===== src/rhcf_pkg.sv =====
package rhcf_pkg;

  // Field widths fixed by the stream format
  localparam int unsigned ChanW   = 8;
  localparam int unsigned CountW  = 4;
  localparam int unsigned LedIdxW = 4;

  // Fade step and channel ceiling
  localparam logic [ChanW-1:0] FadeStep = 8'd4;
  localparam logic [ChanW-1:0] ChanMax  = 8'd255;

  // One LED table word
  typedef struct packed {
    logic [CountW-1:0] hold;
    logic [CountW-1:0] skip;
    logic [ChanW-1:0]  blue;
    logic [ChanW-1:0]  green;
    logic [ChanW-1:0]  red;
  } led_entry_t;

  // Port strobes of the LED table
  typedef struct packed {
    logic wr_en;
    logic rd_en;
  } ram_ctrl_t;

  typedef enum logic {
    CmdLoad = 1'b0,
    CmdTick = 1'b1
  } command_e;

  typedef enum logic {
    StIdle = 1'b0,
    StWalk = 1'b1
  } walk_state_e;

endpackage


===== src/rgb_hue_cycle_fader_core.sv =====
// Colour-wheel LED fader. A load transfer (tuser low) writes one LED's colour and
// hold setting and gives no result; an index at or beyond NUM_LEDS is dropped.
// A tick transfer (tuser high) walks the whole LED table through a single
// synchronous-read memory, one entry per cycle read-modify-write while the output
// is not stalled, and sends one result per LED in index order with tlast on the
// final one. A tick occupies the input side until the walk ends; output
// back-pressure stretches the walk, since the one-deep read stage waits for the
// output register. No clearing pass is needed after reset: the table starts all
// zero.
module rgb_hue_cycle_fader_core
  import rhcf_pkg::*;
#(
  parameter int unsigned NUM_LEDS = 16
) (
  input  logic        clk_i,
  input  logic        rst_ni,
  input  logic        s_axis_tvalid,
  output logic        s_axis_tready,
  // led_index[3:0], hold_ticks[7:4], init_red[15:8], init_green[23:16],
  // init_blue[31:24]
  input  logic [31:0] s_axis_tdata,
  // command[0]
  input  logic        s_axis_tuser,
  output logic        m_axis_tvalid,
  input  logic        m_axis_tready,
  // out_index[3:0], red[11:4], green[19:12], blue[27:20], zero[31:28]
  output logic [31:0] m_axis_tdata,
  output logic        m_axis_tlast
);

  localparam int unsigned IdxW = (NUM_LEDS > 1) ? $clog2(NUM_LEDS) : 1;
  localparam int unsigned CntW = $clog2(NUM_LEDS + 1);
  localparam logic [IdxW-1:0] LastIdx = IdxW'(NUM_LEDS - 1);

  // Input fields
  logic [LedIdxW-1:0] led_index;
  logic [CountW-1:0]  hold_ticks;
  logic [ChanW-1:0]   init_red;
  logic [ChanW-1:0]   init_green;
  logic [ChanW-1:0]   init_blue;
  command_e           command;

  assign led_index  = s_axis_tdata[3:0];
  assign hold_ticks = s_axis_tdata[7:4];
  assign init_red   = s_axis_tdata[15:8];
  assign init_green = s_axis_tdata[23:16];
  assign init_blue  = s_axis_tdata[31:24];
  assign command    = command_e'(s_axis_tuser);

  walk_state_e        state_q, state_d;
  logic [CntW-1:0]    issue_q, issue_d;
  logic [IdxW-1:0]    rd_idx_q;
  logic               rd_vld_q, rd_vld_d;
  logic               out_vld_q;
  logic [LedIdxW-1:0] out_idx_q;
  logic [ChanW-1:0]   out_red_q;
  logic [ChanW-1:0]   out_green_q;
  logic [ChanW-1:0]   out_blue_q;
  logic               out_last_q;

  logic            in_xfer;
  logic            load_ok;
  logic            tick_start;
  logic            advance;
  logic            last_entry;
  ram_ctrl_t       ram_ctrl;
  logic [IdxW-1:0] wr_idx;
  led_entry_t      wr_data;
  led_entry_t      rd_data;
  led_entry_t      upd_entry;

  assign s_axis_tready = (state_q == StIdle);
  assign in_xfer       = s_axis_tvalid && s_axis_tready;
  assign load_ok       = (int'(led_index) < int'(NUM_LEDS));
  assign tick_start    = in_xfer && (command == CmdTick);

  // Read stage moves on when the output register is free or being emptied
  assign advance    = rd_vld_q && (!out_vld_q || m_axis_tready);
  assign last_entry = (rd_idx_q == LastIdx);

  // Table port control
  always_comb begin
    ram_ctrl.rd_en = (state_q == StWalk) && (issue_q < CntW'(NUM_LEDS))
                     && (!rd_vld_q || advance);
    ram_ctrl.wr_en = advance || (in_xfer && (command == CmdLoad) && load_ok);
    if (advance) begin
      wr_idx  = rd_idx_q;
      wr_data = upd_entry;
    end else begin
      wr_idx  = IdxW'(led_index);
      wr_data = '{hold: hold_ticks, skip: '0, blue: init_blue,
                  green: init_green, red: init_red};
    end
  end

  rhcf_led_ram #(
    .NUM_LEDS (NUM_LEDS),
    .IdxW     (IdxW)
  ) u_led_ram (
    .clk_i     (clk_i),
    .rst_ni    (rst_ni),
    .ctrl_i    (ram_ctrl),
    .wr_idx_i  (wr_idx),
    .wr_data_i (wr_data),
    .rd_idx_i  (issue_q[IdxW-1:0]),
    .rd_data_o (rd_data)
  );

  rhcf_entry_update u_entry_update (
    .entry_i (rd_data),
    .entry_o (upd_entry)
  );

  // Walk sequencer
  always_comb begin
    state_d  = state_q;
    issue_d  = issue_q;
    rd_vld_d = rd_vld_q;
    if (ram_ctrl.rd_en) begin
      issue_d  = issue_q + CntW'(1);
      rd_vld_d = 1'b1;
    end else if (advance) begin
      rd_vld_d = 1'b0;
    end
    unique case (state_q)
      StIdle: begin
        if (tick_start) begin
          state_d = StWalk;
          issue_d = '0;
        end
      end
      StWalk: begin
        if (advance && last_entry) begin
          state_d = StIdle;
        end
      end
      default: state_d = StIdle;
    endcase
  end

  always_ff @(posedge clk_i or negedge rst_ni) begin
    if (!rst_ni) begin
      state_q   <= StIdle;
      issue_q   <= '0;
      rd_vld_q  <= 1'b0;
      out_vld_q <= 1'b0;
    end else begin
      state_q  <= state_d;
      issue_q  <= issue_d;
      rd_vld_q <= rd_vld_d;
      if (advance) begin
        out_vld_q <= 1'b1;
      end else if (m_axis_tready) begin
        out_vld_q <= 1'b0;
      end
    end
  end

  // Read index and output payload
  always_ff @(posedge clk_i) begin
    if (ram_ctrl.rd_en) begin
      rd_idx_q <= issue_q[IdxW-1:0];
    end
    if (advance) begin
      out_idx_q   <= LedIdxW'(rd_idx_q);
      out_red_q   <= upd_entry.red;
      out_green_q <= upd_entry.green;
      out_blue_q  <= upd_entry.blue;
      out_last_q  <= last_entry;
    end
  end

  assign m_axis_tvalid = out_vld_q;
  assign m_axis_tdata  = {4'b0000, out_blue_q, out_green_q, out_red_q, out_idx_q};
  assign m_axis_tlast  = out_last_q;

endmodule


===== src/rhcf_led_ram.sv =====
module rhcf_led_ram
  import rhcf_pkg::*;
#(
  parameter int unsigned NUM_LEDS = 16,
  parameter int unsigned IdxW     = 4
) (
  input  logic            clk_i,
  input  logic            rst_ni,
  input  ram_ctrl_t       ctrl_i,
  input  logic [IdxW-1:0] wr_idx_i,
  input  led_entry_t      wr_data_i,
  input  logic [IdxW-1:0] rd_idx_i,
  output led_entry_t      rd_data_o
);

  led_entry_t          mem_q [NUM_LEDS];
  led_entry_t          rd_word_q;
  logic [NUM_LEDS-1:0] valid_q;
  logic                rd_valid_q;

  // Table storage, synchronous read
  always_ff @(posedge clk_i) begin
    if (ctrl_i.wr_en) begin
      mem_q[wr_idx_i] <= wr_data_i;
    end
    if (ctrl_i.rd_en) begin
      rd_word_q <= mem_q[rd_idx_i];
    end
  end

  // Written marks; an unwritten entry reads as all zero
  always_ff @(posedge clk_i or negedge rst_ni) begin
    if (!rst_ni) begin
      valid_q    <= '0;
      rd_valid_q <= 1'b0;
    end else begin
      if (ctrl_i.wr_en) begin
        valid_q[wr_idx_i] <= 1'b1;
      end
      if (ctrl_i.rd_en) begin
        rd_valid_q <= valid_q[rd_idx_i];
      end
    end
  end

  assign rd_data_o = rd_valid_q ? rd_word_q : '0;

endmodule


===== src/rhcf_entry_update.sv =====
module rhcf_entry_update
  import rhcf_pkg::*;
(
  input  led_entry_t entry_i,
  output led_entry_t entry_o
);

  function automatic logic [ChanW-1:0] fade_up(input logic [ChanW-1:0] v);
    fade_up = (v > (ChanMax - FadeStep)) ? ChanMax : v + FadeStep;
  endfunction

  function automatic logic [ChanW-1:0] fade_down(input logic [ChanW-1:0] v);
    fade_down = (v < FadeStep) ? '0 : v - FadeStep;
  endfunction

  // Skip count, then the seven hue-wheel rules in order
  always_comb begin
    logic [ChanW-1:0] r;
    logic [ChanW-1:0] g;
    logic [ChanW-1:0] b;
    r       = entry_i.red;
    g       = entry_i.green;
    b       = entry_i.blue;
    entry_o = entry_i;
    if (entry_i.skip < entry_i.hold) begin
      entry_o.skip = entry_i.skip + CountW'(1);
    end else begin
      entry_o.skip = '0;
      if (r < ChanMax && g == '0 && b == '0)      r = fade_up(r);
      if (r == ChanMax && g < ChanMax && b == '0) g = fade_up(g);
      if (r > '0 && g == ChanMax && b == '0)      r = fade_down(r);
      if (r == '0 && g == ChanMax && b < ChanMax) b = fade_up(b);
      if (r == '0 && g > '0 && b == ChanMax)      g = fade_down(g);
      if (r < ChanMax && g == '0 && b == ChanMax) r = fade_up(r);
      if (r == ChanMax && g == '0 && b > '0)      b = fade_down(b);
      entry_o.red   = r;
      entry_o.green = g;
      entry_o.blue  = b;
    end
  end

endmodule


===== config.mk =====
export PLATFORM = sky130hd
export DESIGN_NAME = rgb_hue_cycle_fader_core
export DESIGN_NICKNAME = d
export VERILOG_FILES = /design/src/rhcf_pkg.sv /design/src/rgb_hue_cycle_fader_core.sv /design/src/rhcf_led_ram.sv /design/src/rhcf_entry_update.sv
export SDC_FILE = /design/constraint.sdc
export NUM_CORES = 1
export LEC_CHECK = 0
export ABC_AREA = 0
export BUFFER_PORTS_ARGS = -buffer_cell sky130_fd_sc_hd__buf_2
export CAP_MARGIN = 5
export CELL_PAD_IN_SITES_DETAIL_PLACEMENT = 0
export CELL_PAD_IN_SITES_GLOBAL_PLACEMENT = 2
export CORE_AREA = 2 2 276 278
export DETAILED_ROUTE_END_ITERATION = 10
export DIE_AREA = 0 0 278 280
export GPL_TIMING_DRIVEN = 1
export PLACE_DENSITY = 0.7
export SLEW_MARGIN = 0
export SYNTH_ARGS = -nofsm -noshare
export SYNTH_HDL_FRONTEND = slang
export SYNTH_HIERARCHICAL = 1
export SYNTH_SLANG_ARGS = --single-unit

===== constraint.sdc =====
create_clock -name clk_i -period 24.5 [get_ports clk_i]
set_input_delay 0 -clock clk_i [delete_from_list [all_inputs] [get_ports clk_i]]
set_output_delay 0 -clock clk_i [all_outputs]
set_load 0.01 [all_outputs]

==> run_results.csv, run 1 <==
group,metric,value,unit
critical_path,cp_slowest_cell,"or4_4",
timing,skew,53.3,ps
clocking,cts_inserted_buffers,60,
clocking,tritoncts,"yes",
cells_and_area,layout.nets,1595,
critical_path,worst-path-buf-inv,2,
clocking,post_cts_buffers,0,
timing,finalHoldViolCount,0,
critical_path,endpoint,"u_led_ram/mem_q[4][22]",
floorplan,dieArea,77800,um2
detailed_routing,num_vias,13648,
placement,io_buffers,67,
detailed_routing,drc,0,
placement,placedCellCount,2419,
floorplan,io_pins,72,
synthesis,yosysTopAreaCell,"edfxtp_1",
clocking,clk-insertion-delay-late,640,ps
critical_path,r2r_end,"u_led_ram/mem_q[4][22]",
cells_and_area,area_delta_synth_final,14.7,%
clocking,htree_num_levels,2,
cells_and_area,antennaDiodeCount,0,
critical_path,slowest_delay,640,ps
timing,slew_headroom,0.400,
critical_path,r2r_start,"u_led_ram/rd_valid_q",
timing,worst_slew_pin_slew,900,ps
synthesis,synth_cells,1415,
floorplan,start_util,0.344,
critical_path,worstSetupPathType,"reg -> reg",
critical_path,startpoint,"u_led_ram/rd_valid_q",
critical_path,path_max_fanout,16,
timing,period_share,0.462,
cells_and_area,post-route-util,0.395,
floorplan,fp.dieH,280,um
run_status,status,"finished, final reports clean",
synthesis,yosys_warnings,6,
synthesis,postSynth.asyncResetShare,0.0415,
clocking,root_buffer,"clkbuf_16",
pwr,p_total,3980,uW
clocking,ctsResizeCount,0,
detailed_routing,drt_iter0_markers,1072,
detailed_routing,dr.pass1.iters,5,
critical_path,reg2reg_depth,40,
critical_path,crit_top_cell,"nor2_1",
flow_run,maxCapViolCount,0,
cells_and_area,fin_cells,2561,
clocking,clockBufferDepth,3,
critical_path,critPathCaptureType,"flop",
synthesis,syn_area_per_cell,18.3,um2
floorplan,rows,101,
timing,post-route-min-period,11310,ps
detailed_routing,via_per_inst,5.33,
detailed_routing,wl_per_cell,25.7,um
critical_path,worstSetupStartpointType,"flop",
timing,fin_tns_setup,0,ps
clocking,clk_pin_slew,60,ps
detailed_routing,finalWirelength,65.9,mm
clocking,hold_buffers,29,
synthesis,yosys.cell_count.top_type,"edfxtp_1",
clocking,cts_sinks,602,
detailed_routing,ant_nets,0,
critical_path,regToRegSetupSlack,13190,ps
pwr,ir_drop,80.1,uV
floorplan,coreArea,75200,um2
global_routing,grt_pass1_vias,14229,
timing,max_freq,88.4,MHz
hold_path,hp-class,"in -> reg",
cells_and_area,fillers,6712,
critical_path,cp_num_cells,40,
global_routing,antenna_found_initial,1,
global_routing,grt-ovfl-total,0,
timing,setup_violations,0,
critical_path,crit_family,"simple AND/OR/NAND/NOR gates",
synthesis,ys_seq_area_frac,0.693,
floorplan,die_w,278,um
global_routing,grt_pass1_wl,96.4,mm
synthesis,synth_top_area_frac,0.669,
synthesis,ys_types,82,
synthesis,synth-edff-count,577,
cells_and_area,drive_above_1_share,0.290,
global_routing,grt_usage,0.169,
synthesis,synthFlopType,"edfxtp_1",
synthesis,syn_area,25900,um2
pwr,static-leakage-power,0.00952,uW
pwr,power.density,134,nW/um2
placement,dp_slack,13400,ps
critical_path,arrival,11740,ps
timing,rsz0062_at_grt,"false",
placement,dp_hpwl,38.3,mm
timing,fin_ws,13190,ps
placement,finalWeightedCongestion,0.853,
critical_path,cp_data_required_time,24930,ps
synthesis,synth_area_leaders,"edfxtp_1 (67%), mux4_2 (14%), dfrtp_1 (2.4%), mux2_2 (1.8%), ha_1 (1.3%)",
synthesis,ys_ff_latch,602,
timing,slew_viol_final,0,
global_routing,grt_max_degree,56,
synthesis,ys_top_cells_by_count,"edfxtp_1 (577), mux4_2 (164), nor2_1 (79), nand2_1 (49), mux2_2 (41)",
-- worst min-delay path by stage --
stage / start / endpoint / slack [ps] / depth (start not counted)
floorplan: rst_ni / issue_q[0] / -300 / 0
global placement: rst_ni / m_axis_tvalid / 70 / 1
detailed placement: rst_ni / m_axis_tvalid / 70 / 1
CTS: s_axis_tdata[26] / u_led_ram/mem_q[3][18] / 0.8 / 2
global route: s_axis_tdata[23] / u_led_ram/mem_q[4][15] / 30 / 2
finish: s_axis_tdata[26] / u_led_ram/mem_q[9][18] / 20 / 2
-- area by class of cell --
class / count / area [um2] / area share
clock buffer: 73 / 1550 / 0.0522
clock inverter: 40 / 470 / 0.0158
inverter: 26 / 98.8 / 0.00333
multi-input combinational: 717 / 7550 / 0.254
sequential: 602 / 18000 / 0.605
tap: 978 / 1220 / 0.0412
timing repair buffer: 125 / 853 / 0.0287
-- kinds of logic (layout without fill, tap and decap cells) --
| group | count (synthesis) | count (layout) | synth area share |
|---|---|---|---|
| other | 1 | 4 | 0.000145 |
| xor gates and xnor gates | 9 | 9 | 0.00304 |
| and+or+nand+nor | 335 | 335 | 0.0710 |
| buffers and inverters | 99 | 264 | 0.0205 |
| DFF | 602 | 602 | 0.693 |
| muxes | 222 | 222 | 0.167 |
| adders and majority gates | 26 | 26 | 0.0126 |
| AOI/OAI and AO/OA | 121 | 121 | 0.0327 |
-- stage by stage --
| stage | hold slack, ps | cell area (um2) |
|---|---|---|
| floorplan | -296 | 25900 |
| finish | 20.3 | 29700 |
| CTS | 0.773 | 29700 |
| detailed placement | 73.8 | 27400 |
| global route | 25.2 | 29700 |
| global placement | 71.4 | 27400 |
-- state kept, by name (all words and copies together) (netlist names), 5 cells and up --
register	count
u_led_ram/valid_q	16
out_blue_q	8
u_led_ram/rd_word_q	32
out_red_q	8
issue_q	5
out_green_q	8
u_led_ram/mem_q	512
-- power by group --
part	leakage (uW)	internal (uW)	switching [uW]
Combinational	0.00300	524	870
Sequential	0.00554	1550	101
Clock	0.000977	539	397
Total	0.00952	2610	1370
-- metal layers --
metal / vias to the layer above / track usage / part of all wire
met3: 77 / 0.0205 / 0.034
met2: 294 / 0.301 / 0.51
met5: - / 0 / 0
met4: 0 / 0.0471 / 0.024
met1: 7298 / 0.218 / 0.43
li1: 5979 / - / -
-- cell usage in the layout, fill, tap and decap left out, types with 8 or more instances in the layout --
| cell | count |
|---|---|
| nor2_1 | 66 |
| ha_1 | 26 |
| dlygate4sd3_1 | 28 |
| mux2i_1 | 17 |
| nand3_1 | 32 |
| dfrtp_1 | 21 |
| bufinv_16 | 8 |
| clkbuf_16 | 60 |
| nand2b_1 | 9 |
| mux2_2 | 41 |
| or2_2 | 20 |
| and2_1 | 39 |
| a21oi_1 | 29 |
| nand4_1 | 12 |
| mux4_2 | 164 |
| nor2_4 | 13 |
| clkinv_2 | 14 |
| nand2_1 | 49 |
| o21ai_0 | 22 |
| inv_1 | 25 |
| clkbuf_1 | 13 |
| and3_1 | 21 |
| buf_2 | 67 |
| nor3b_1 | 8 |
| edfxtp_1 | 577 |
| nor3_1 | 12 |
| buf_4 | 29 |
No activity file was read; power rests on OpenSTA's default activity.
==> inputs of run 2 (changes only) <==
--- a/config.mk
+++ b/config.mk
@@ -14,7 +14,7 @@
 export DETAILED_ROUTE_END_ITERATION = 10
 export DIE_AREA = 0 0 278 280
 export GPL_TIMING_DRIVEN = 1
-export PLACE_DENSITY = 0.7
+export PLACE_DENSITY = 0.73
 export SLEW_MARGIN = 0
 export SYNTH_ARGS = -nofsm -noshare
 export SYNTH_HDL_FRONTEND = slang
==> constraint.sdc (replaced) <==
create_clock -name clk_i -period 9.95 [get_ports clk_i]
set_input_delay 0 -clock clk_i [delete_from_list [all_inputs] [get_ports clk_i]]
set_output_delay 0 -clock clk_i [all_outputs]
set_load 0.01 [all_outputs]
==> run_results.csv, run 2 (synthesized netlist as in run 1, its figures left out) <==
group,metric,value,unit
cells_and_area,top_register,"u_led_ram/mem_q",
critical_path,worst-path-buf-inv,5,
cells_and_area,antennaDiodeCount,0,
cells_and_area,area_delta_synth_final,16.1,%
clocking,clk-insertion-delay-late,620,ps
clocking,tritoncts,"yes",
cells_and_area,final_common_cell,"edfxtp_1",
timing,post-route-min-period,9510,ps
global_routing,grt_pass1_vias,14202,
global_routing,met2_usage,0.279,
detailed_routing,via_per_inst,5.34,
global_routing,grt_usage,0.163,
placement,finalWeightedCongestion,0.833,
floorplan,start_util,0.344,
floorplan,fp.dieH,280,um
cells_and_area,reg_top3,"u_led_ram/mem_q x512, u_led_ram/rd_word_q x32, u_led_ram/valid_q x16",
placement,dp_hpwl,38.3,mm
pwr,power.density,328,nW/um2
cells_and_area,mostFrequentLayoutCells,"edfxtp_1 (577), mux4_2 (164), buf_2 (67), buf_4 (67), nor2_1 (63)",
timing,period_share,0.956,
global_routing,grtUsageMet1,0.216,
critical_path,path_max_fanout,8,
cells_and_area,layout.nets,1636,
critical_path,crit_top_cell,"nor2_1",
global_routing,antenna_found_initial,3,
pwr,static-leakage-power,0.00971,uW
timing,hold_slack,33.3,ps
placement,io_buffers,67,
timing,finalHoldViolCount,0,
critical_path,crit_family,"simple AND/OR/NAND/NOR gates",
timing,worst_slew_pin_slew,1020,ps
cells_and_area,largest_reg_flops,512,
critical_path,slowest_delay,640,ps
detailed_routing,ant_nets,0,
clocking,cts_sinks,602,
detailed_routing,num_vias,13855,
floorplan,dieArea,77800,um2
critical_path,worstSetupPathType,"reg -> reg",
clocking,root_buffer,"clkbuf_16",
timing,setup_violations,0,
run_status,status,"finished, final reports clean",
detailed_routing,wl_per_cell,24.7,um
timing,fin_tns_setup,0,ps
global_routing,grt_pass1_wl,93.6,mm
global_routing,grt-ovfl-total,0,
critical_path,critPathCaptureType,"flop",
critical_path,arrival,9970,ps
detailed_routing,drt_iter0_markers,1153,
global_routing,gr-usage-met3,0.0246,
floorplan,die_w,278,um
cells_and_area,drive_above_1_share,0.314,
pwr,p_total,9880,uW
global_routing,grt_max_degree,109,
hold_path,hp-class,"in -> reg",
timing,slew_viol_final,0,
floorplan,io_pins,72,
timing,skew,19.4,ps
timing,slew_headroom,0.322,
clocking,clk_pin_slew,70,ps
flow_run,maxCapViolCount,0,
pwr,ir_drop,230,uV
timing,max_freq,105,MHz
detailed_routing,dr.pass1.iters,5,
critical_path,worstSetupStartpointType,"flop",
critical_path,cp_data_required_time,10410,ps
clocking,clockBufferDepth,3,
clocking,cts_inserted_buffers,57,
detailed_routing,drc,0,
floorplan,coreArea,75200,um2
critical_path,cp_slowest_cell,"or4_4",
detailed_routing,finalWirelength,64.1,mm
floorplan,rows,101,
cells_and_area,fillers,6676,
clocking,htree_num_levels,2,
global_routing,grt-busiest-layer,"met2",
run 2: cell types whose count changed in the layout (fill, tap and decap cells not counted), sizes merged:
cell / delta
buf: +39
dlygate4sd3: +3
clkinv: -3
mux2: +1
clkbuf: -5
clkinvlp: -1
run 2: timing repair:
| item | in CTS | in global routing |
|---|---|---|
| endpoints found under the setup margin | 64 | 182 |
| hold buffers | 32 | 0 |
| buffers inserted | 0 | 6 |
| gates cloned | 0 | 1 |
| pin swaps | 0 | 8 |
| endpoints found under the hold margin | 422 | 0 |
| gates resized for setup | 3 | 25 |
run 2: worst paths after layout:
path	slack, ps	end	startpoint	cells past startpoint
min in group asynchronous	410	state_q	rst_ni	4
min reg2reg	470	u_led_ram/valid_q[4]	u_led_ram/valid_q[4]	1
max in group asynchronous	9370	issue_q[3]	rst_ni	4
max	440	u_led_ram/mem_q[12][18]	u_led_ram/rd_valid_q	43
max reg2reg	440	u_led_ram/mem_q[12][18]	u_led_ram/rd_valid_q	43
min	30	u_led_ram/mem_q[0][12]	s_axis_tdata[20]	2
run 2: routing by layer:
layer | wire length (um) | part of all wire | vias up
li1 | - | - | 6064
met1 | 27500 | 0.43 | 7313
met2 | 31800 | 0.50 | 384
met3 | 3200 | 0.050 | 92
met4 | 1610 | 0.025 | 2
met5 | 13 | 0.00020 | -
run 2: cell type report:
type                            instances  area [um2]  area share
Multi-Input combinational cell        718        7690       0.256
Tap cell                              978        1220      0.0407
Timing Repair Buffer                  168        1200      0.0398
Inverter                               26        98.8     0.00329
Sequential cell                       602       18000       0.597
Clock buffer                           67        1490      0.0494
Clock inverter                         36         410      0.0136
run 2: stage by stage:
stage           util  cells  worst slack, ps  area, um2
2_1_floorplan      -   1418             1000      25900
3_3_place_gp   0.368   2453              114      27700
3_5_place_dp   0.368   2453            -99.9      27700
4_1_cts        0.398   2588             31.9      29900
5_1_grt        0.400   2595            -15.8      30100
6_report       0.400   2595              436      30100
run 2: power by group:
group	internal, uW	total, uW	leakage, uW	switching (uW)
Clock	1270	2210	0.000915	937
Combinational	1420	3630	0.00325	2220
Sequential	3810	4030	0.00554	225
Total	6500	9880	0.00971	3380
